## config.mk

```make
export PLATFORM = sky130hd
export DESIGN_NAME = sobel_ctrl
export DESIGN_NICKNAME = d
export VERILOG_FILES = /design/src/hdl/sobel_pkg.sv /design/src/hdl/sobel_ctrl.sv
export SDC_FILE = /design/constraint.sdc
export NUM_CORES = 1
export LEC_CHECK = 0
export BUFFER_PORTS_ARGS = -buffer_cell sky130_fd_sc_hd__buf_2
export CORE_AREA = 2 2 39 41
export DETAILED_ROUTE_END_ITERATION = 12
export DIE_AREA = 0 0 41 43
export PLACE_DENSITY = 0.49
export SYNTH_ARGS = -nofsm -noshare
export SYNTH_HDL_FRONTEND = slang
export SYNTH_SLANG_ARGS = --single-unit
```

## constraint.sdc

```tcl
create_clock -name clk -period 1.1 [get_ports clk]
set_input_delay 0.22 -clock clk [delete_from_list [all_inputs] [get_ports clk]]
set_output_delay 0.22 -clock clk [all_outputs]
set_load 0.02 [all_outputs]
```

## src/hdl/sobel_pkg.sv

```systemverilog
package sobel_pkg;
  localparam int MaxWidth  = 2048;
  localparam int MaxHeight = 2048;
  localparam int ColW = $clog2(MaxWidth + 1);
  localparam int RowW = $clog2(MaxHeight + 2);
  localparam int AddrW = $clog2(MaxWidth);
  localparam int SumSat = 65025;

  localparam logic [0:0] RegWidth  = 1'b0;
  localparam logic [0:0] RegHeight = 1'b1;

  typedef enum logic [2:0] {
    ST_IDLE, ST_READ, ST_SHIFT, ST_GRAD, ST_SQRT, ST_OUT
  } state_t;

  // Controller to datapath commands
  typedef struct packed {
    logic load;   // capture input beat, start line store read
    logic shift;  // shift window, write line stores, advance counters
    logic grad;   // form gradients for the pending result
    logic sq_init;
    logic sq_step;
    logic out_load;
    logic cfg_we;
  } cmd_t;

  // Datapath to controller status
  typedef struct packed {
    logic emit;
    logic sq_done;
  } stat_t;
endpackage

```

## src/hdl/sobel_ctrl.sv

```systemverilog
module sobel_ctrl import sobel_pkg::*; (
  input  logic  clk,
  input  logic  rst,
  input  logic  in_valid,
  output logic  in_ready,
  input  logic  out_room,
  input  logic  cfg_valid,
  output logic  cfg_ready,
  input  stat_t stat,
  output cmd_t  cmd
);
  state_t state, state_next;

  always_ff @(posedge clk) begin
    if (rst) state <= ST_IDLE;
    else state <= state_next;
  end

  // Sequencer: read, shift, gradients, 8 root steps, present
  always_comb begin
    state_next = state;
    cmd = '0;
    in_ready = 1'b0;
    cfg_ready = (state == ST_IDLE);
    unique case (state)
      ST_IDLE: begin
        in_ready = !cfg_valid;
        if (cfg_valid) cmd.cfg_we = 1'b1;
        else if (in_valid) begin
          cmd.load = 1'b1;
          state_next = ST_READ;
        end
      end
      ST_READ: begin
        cmd.shift = 1'b1;
        state_next = ST_SHIFT;
      end
      ST_SHIFT: begin
        if (stat.emit) begin
          cmd.grad = 1'b1;
          state_next = ST_GRAD;
        end else state_next = ST_IDLE;
      end
      ST_GRAD: begin
        cmd.sq_init = 1'b1;
        state_next = ST_SQRT;
      end
      ST_SQRT: begin
        cmd.sq_step = 1'b1;
        if (stat.sq_done) state_next = ST_OUT;
      end
      ST_OUT: begin
        // wait here until the output register can take the beat
        if (out_room) begin
          cmd.out_load = 1'b1;
          state_next = ST_IDLE;
        end
      end
      default: state_next = ST_IDLE;
    endcase
  end
endmodule

```

==> results.toml, run 1 <==
[floorplan]
coreArea_sq_um = 1380
die_area_sq_um = 1760
ioPinCount = 16
placement_rows = 14
initial_standard_cell_utilization_of_the_core_pct = 18.5
die_h_um = 43
die_w_um = 41

[finish]
largest_regs = "state: 3 flops"
max_flop_register = "state"
layout_cell_share_with_drive_strength_beyond_1_pct = 82.4
nets = 59
final_core_util_pct = 35.9
synthToLayoutAreaGrowth_pct = 93.7
antennaDiodeCount = 0
largest_register_ffs = 3

[setup_path]
critPathCaptureType = "primary output"
crit_type = "register to primary output"
cp.required_ps = 880
worstSetupStartpointType = "register"
arrival_ps = 1150
path_max_fanout = 3

[sta]
final.min_clock_period_ps = 1370
tightest_slew_ps = 283
finClkSkew_ps = 0.718
holdWs_ps = 182
grt_setup_unrepaired = "yes"
max_slew_vio_count = 0
report.final.setup_viol = 9
max_slew_margin_pct = 81.1
final.period_utilization_pct = 124
final_hold_viol_count = 0
max_freq_ghz = 0.732
setup_ws_ps = -266

[placed_design]
port_buffers = 15
post-dp-hpwl_um = 526
gp_congestion = 0.747

[clock_network]
clk_pin_slew_worst_paths_ps = 30
cts_buffers = 3
clockBufferDepth = 2
clk_root_buffer_cell = "sky130_fd_sc_hd__clkbuf_4"
clk_latency_ps = 230
cts_hold_buf = 0
tritoncts_num_sinks = 3
ctsHtreeMaxLevel = 1
clock_tree_from_tritoncts = "yes"

[flow_run]
max_cap_violation_count = 0

[logic_synthesis]
synthesis.area_sq_um = 256
synth_seq_cells = 3
postSynthNetCount = 35
synth_sequential_area_ratio_pct = 23.4
netlist.top_cell.by_area = "sky130_fd_sc_hd__dfxtp_1"
ys_warn_count = 0
post-synth-top-area-fraction_pct = 23.4
ys_types = 22
yosys-top-cells-area = "sky130_fd_sc_hd__dfxtp_1 (23%), sky130_fd_sc_hd__a2111oi_2 (5.9%), sky130_fd_sc_hd__a211oi_2 (4.9%)"
synth_cells = 28
synth_area_per_cell_sq_um = 9.16

[detailed_routing]
wire_per_inst_um = 10.7
dr_wl_met2_um = 382
drt_pre_antenna_iters = 4
wl_met3_um = 48
dr.max_layer_used = "met4"
vias = 297
totalWireLength_um = 718
route.detailed.drc = 0
routedLengthMet1_um = 267
via_per_inst = 4.43
drt_iter0_markers = 3
final_antenna_net_count = 0

[power]
vdd_ir_drop_max_v = 0.000461
p_leak_nw = 0.244
power_mw = 0.623
total_power_divided_by_cell_area_nw_per_um2 = 1250

[outcome]
failed_checks = "negative setup slack"
outcome = "complete, but fails checks"

[global_routing]
antenna_found_initial = 0
grt_pass1_vias = 269
grt_max_degree = 9
first_pass_grt_wire_length_um = 1070
grt_use_total_pct = 9.63
overflow = 0

[worst_hold_path]
hold_path.class = "primary input to register"
[critical path: stages (launching register included)]
cell and delay (ps):
sky130_fd_sc_hd__dfxtp_2 320, sky130_fd_sc_hd__buf_6 120, sky130_fd_sc_hd__nor3_4 160, sky130_fd_sc_hd__and3b_2 200, sky130_fd_sc_hd__buf_6 110
[through the flow]
| stage | instances | cell area (sq um) | TNS [ps] | setup WS [ps] |
|---|---|---|---|---|
| after floorplan | 28 | 277 | -388 | -123 |
| after global placement | 63 | 397 | -506 | -91.2 |
| after detailed placement | 63 | 397 | -674 | -112 |
| after CTS | 67 | 468 | -2000 | -274 |
| after global routing | 67 | 497 | -2140 | -313 |
| final | 67 | 497 | -1740 | -266 |
[per-layer routing]
metal	vias to the layer above	track usage, %
li1	150	-
met1	131	10.3
met2	14	13.4
met3	2	1.57
met4	0	12.0
met5	-	0
[synthesized netlist by cell type (all sizes together)]
cell,count
nand2b,2
nor3b,1
a21o,1
o21ba,1
a21oi,1
inv,1
nor2b,2
dfxtp,3
a2111oi,1
and3,3
nor3,3
a211oi,2
and3b,1
nor4,1
and2,2
buf,3
[cell type report]
cell class              count  area, sq um
repair buffers             22          165
multi-input cells          21          215
well taps                  16         20.0
clock buffers               4         26.3
fillers                   147          887
inverters                   1         3.75
flip-flops and latches      3         66.3
[placed cells by master, fill, tap and decap left out]
cell type                   n
sky130_fd_sc_hd__a21oi_1    1
sky130_fd_sc_hd__nor2b_2    1
sky130_fd_sc_hd__and3b_2    1
sky130_fd_sc_hd__a211oi_1   1
sky130_fd_sc_hd__and3_4     2
sky130_fd_sc_hd__a21o_1     1
sky130_fd_sc_hd__o21ba_1    1
sky130_fd_sc_hd__clkbuf_1   1
sky130_fd_sc_hd__and2_1     1
sky130_fd_sc_hd__clkbuf_4   3
sky130_fd_sc_hd__and3_2     1
sky130_fd_sc_hd__nor3b_2    1
sky130_fd_sc_hd__nor3_2     1
sky130_fd_sc_hd__dfxtp_4    1
sky130_fd_sc_hd__nand2b_1   2
sky130_fd_sc_hd__nor3_4     1
sky130_fd_sc_hd__nor4_2     1
sky130_fd_sc_hd__buf_6      6
sky130_fd_sc_hd__inv_2      1
sky130_fd_sc_hd__a2111oi_4  1
sky130_fd_sc_hd__dfxtp_2    2
sky130_fd_sc_hd__nor3_1     1
sky130_fd_sc_hd__a211oi_2   1
sky130_fd_sc_hd__buf_4      7
sky130_fd_sc_hd__nor2b_4    1
sky130_fd_sc_hd__and2_2     1
sky130_fd_sc_hd__buf_2      9
[path summary, 6_finish.rpt]
| path | slack [ps] | start | cells past startpoint | to |
|---|---|---|---|---|
| max | -270 | state[0] | 4 | cmd[6] |
| min | 180 | rst | 2 | state[0] |
| max reg2reg | 60 | state[0] | 4 | state[0] |
| min reg2reg | 500 | state[2] | 1 | state[1] |
[repair_timing]
| item | CTS | global route |
|---|---|---|
| resized for setup | 13 | 9 |
| pin swaps | 2 | 2 |
| setup buffers | 0 | 0 |
| setup endpoints to repair | 11 | 10 |
[power by group]
group | internal, mW | leakage (nW) | switching, mW | total, mW
Combinational | 0.158 | 0.203 | 0.143 | 0.300
Sequential | 0.121 | 0.0261 | 0.0128 | 0.134
Clock | 0.136 | 0.0150 | 0.0528 | 0.188
Total | 0.415 | 0.244 | 0.208 | 0.623
[kinds of logic (layout without fill, tap and decap cells)]
logic type / count (synthesis) / in the layout / synth area share, %
simple gates: 15 / 15 / 43.4
buf+inv: 4 / 27 / 10.7
flops: 3 / 3 / 23.4
compound gates: 6 / 6 / 22.4
No activity file was read; power rests on OpenSTA's default activity.
==> run 2, diff against run 1 <==
--- a/config.mk
+++ b/config.mk
@@ -9,7 +9,7 @@
 export CORE_AREA = 2 2 39 41
 export DETAILED_ROUTE_END_ITERATION = 12
 export DIE_AREA = 0 0 41 43
-export PLACE_DENSITY = 0.49
+export PLACE_DENSITY = 0.47
 export SYNTH_ARGS = -nofsm -noshare
 export SYNTH_HDL_FRONTEND = slang
 export SYNTH_SLANG_ARGS = --single-unit
==> constraint.sdc (replaced) <==
create_clock -name clk -period 1.5 [get_ports clk]
set_input_delay 0.075 -clock clk [delete_from_list [all_inputs] [get_ports clk]]
set_output_delay 0.075 -clock clk [all_outputs]
set_load 0.02 [all_outputs]
==> run 2 against run 1 <==
Net effect:
- the flow now finishes without violations
- first-iteration DRC count fell by 100%
- sequential share of layout area rose by 3.6 points
- clock power fell by 23%
- clock-buffer cell count did not move
- worst hold slack got worse by 150 ps
- non-clock buffer count fell by 7
- routed wire length fell by 26%
- global-route usage fell by 2.9 points
- via count fell by 14%
- power fell by 39%
- critical endpoint is now cmd[1]
- highest routed layer unchanged
==> results.toml, run 2 (synthesis results as in run 1) <==
[outcome]
outcome = "finished, final reports clean"

[power]
vdd_ir_drop_max_v = 0.000246
comb_power_share_pct = 32.6
cellInternalPower_mw = 0.244
netSwitchingPower_mw = 0.134
total_power_divided_by_cell_area_nw_per_um2 = 1070
power.switching_fraction_pct = 35.4
p_leak_nw = 0.186
seq_power_share_pct = 29.0
pwr-share-clk_pct = 38.4

[sta]
tightest_slew_ps = 347
max_slew_vio_count = 0
setup_tns_ps = 0
final_hold_viol_count = 0
report.final.setup_viol = 0
max_slew_margin_pct = 76.8
final.period_utilization_pct = 92.0
final.min_clock_period_ps = 1380
max_freq_ghz = 0.725
grt_setup_unrepaired = "no"
finClkSkew_ps = 5.94

[setup_path]
crit_type = "register to primary output"
critPathCaptureType = "primary output"
arrival_ps = 1300
worstSetupStartpointType = "register"
path_max_fanout = 9
worstPathCellList = "nor2b_1, and3_1, buf_2"
crit_path_max_incr_delay_ps = 520
worst_path_max_delay_cell = "sky130_fd_sc_hd__dfxtp_1"
cp.required_ps = 1420

[clock_network]
cts_hold_buf = 0
clk_root_buffer_cell = "sky130_fd_sc_hd__clkbuf_4"
clk_latency_ps = 240
cts_repair_resize_count = 0
tritoncts_num_sinks = 3
clockBufferDepth = 2
clk_pin_slew_worst_paths_ps = 40
clock_tree_from_tritoncts = "yes"
number_of_setup_buffers_added_after_cts = 0
cts_buffers = 3
ctsHtreeMaxLevel = 1

[worst_hold_path]
hold_path.class = "primary input to register"

[flow_run]
max_cap_violation_count = 0

[global_routing]
grt_max_degree = 11
grt_pass1_vias = 188
antenna_found_initial = 0
grt_use_total_pct = 6.71
overflow = 0
first_pass_grt_wire_length_um = 772

[placed_design]
placed_cells_incl_taps = 56
port_buffers = 15
gp_congestion = 0.653
detailed_place.area_sq_um = 328

[floorplan]
ioPinCount = 16
placement_rows = 14
die_area_sq_um = 1760
initial_standard_cell_utilization_of_the_core_pct = 18.5
die_w_um = 41
die_h_um = 43
coreArea_sq_um = 1380

[finish]
instances_no_fill = 60
nets = 52
commonest_cells_after_routing_fill_and_taps_aside = "sky130_fd_sc_hd__buf_2 (15), sky130_fd_sc_hd__clkbuf_4 (3), sky130_fd_sc_hd__dfxtp_1 (3)"
antennaDiodeCount = 0
largest_register_ffs = 3
largest_regs = "state: 3 flops"
finish.instance_area_sq_um = 354
layout_commonest_cell = "sky130_fd_sc_hd__buf_2"
max_flop_register = "state"
layout_cell_share_with_drive_strength_beyond_1_pct = 54.5
synthToLayoutAreaGrowth_pct = 38.0

[detailed_routing]
vias = 254
drt_pre_antenna_iters = 1
drt_iter0_markers = 0
via_per_inst = 4.23
final_antenna_net_count = 0
totalWireLength_um = 529
wire_per_inst_um = 8.82
route.detailed.drc = 0
[run 2: changes by cell type in the layout (fill, tap and decap cells not counted), sizes merged]
cell / before / now
buf: 22 / 15
[run 2: per-stage QoR]
| step | hold slack [ps] | total power [mW] | setup WS [ps] | util, % |
|---|---|---|---|---|
| 6_report | 30.3 | 0.378 | 120 | 25.6 |
| 5_1_grt | 38.0 | 0.407 | 27.0 | 25.6 |
| 4_1_cts | 31.8 | 0.384 | 114 | 25.6 |
| 3_5_place_dp | 283 | 0.236 | 347 | 23.7 |
| 3_3_place_gp | 285 | 0.237 | 327 | 23.7 |
| 2_1_floorplan | 148 | 0.204 | 256 | - |
[run 2: worst max-delay path: cells and delay by family (launching register included)]
family / cells / cell delay [ps]
buffers and inverters: 1 / 160
AND/OR/NAND/NOR: 2 / 390
flip-flops: 1 / 520
[run 2: cell type report]
class	instances	area, sq um
Fill cell	161	1030
Multi-Input combinational cell	21	169
Timing Repair Buffer	15	75.1
Sequential cell	3	60.1
Clock buffer	4	26.3
Tap cell	16	20.0
Inverter	1	3.75
[run 2: metal layers]
metal | part of all wire (%) | track usage, % | wire (um) | up-vias
met4 | 3.6 | 6.00 | 19 | 0
met5 | 0 | 0 | 0 | -
li1 | - | - | - | 131
met3 | 13 | 1.57 | 69 | 2
met2 | 36 | 7.81 | 192 | 15
met1 | 47 | 9.58 | 248 | 106
[run 2: final timing paths]
kind	startpoint	endpoint	slack, ps	depth (start not counted)
setup / recovery	state[0]	cmd[1]	120	3
hold / removal	rst	state[0]	30	2
setup reg to reg	state[2]	state[0]	360	3
hold reg to reg	state[2]	state[1]	650	1
[run 2: power groups by stage]
| stage | clock network, mW | registers, mW | logic (mW) |
|---|---|---|---|
| 2_1_floorplan | 0 | 0.0908 | 0.113 |
| 3_5_place_dp | 0 | 0.111 | 0.124 |
| 3_3_place_gp | 0 | 0.112 | 0.126 |
| 6_report | 0.145 | 0.110 | 0.123 |
| 4_1_cts | 0.149 | 0.110 | 0.125 |
| 5_1_grt | 0.160 | 0.113 | 0.134 |
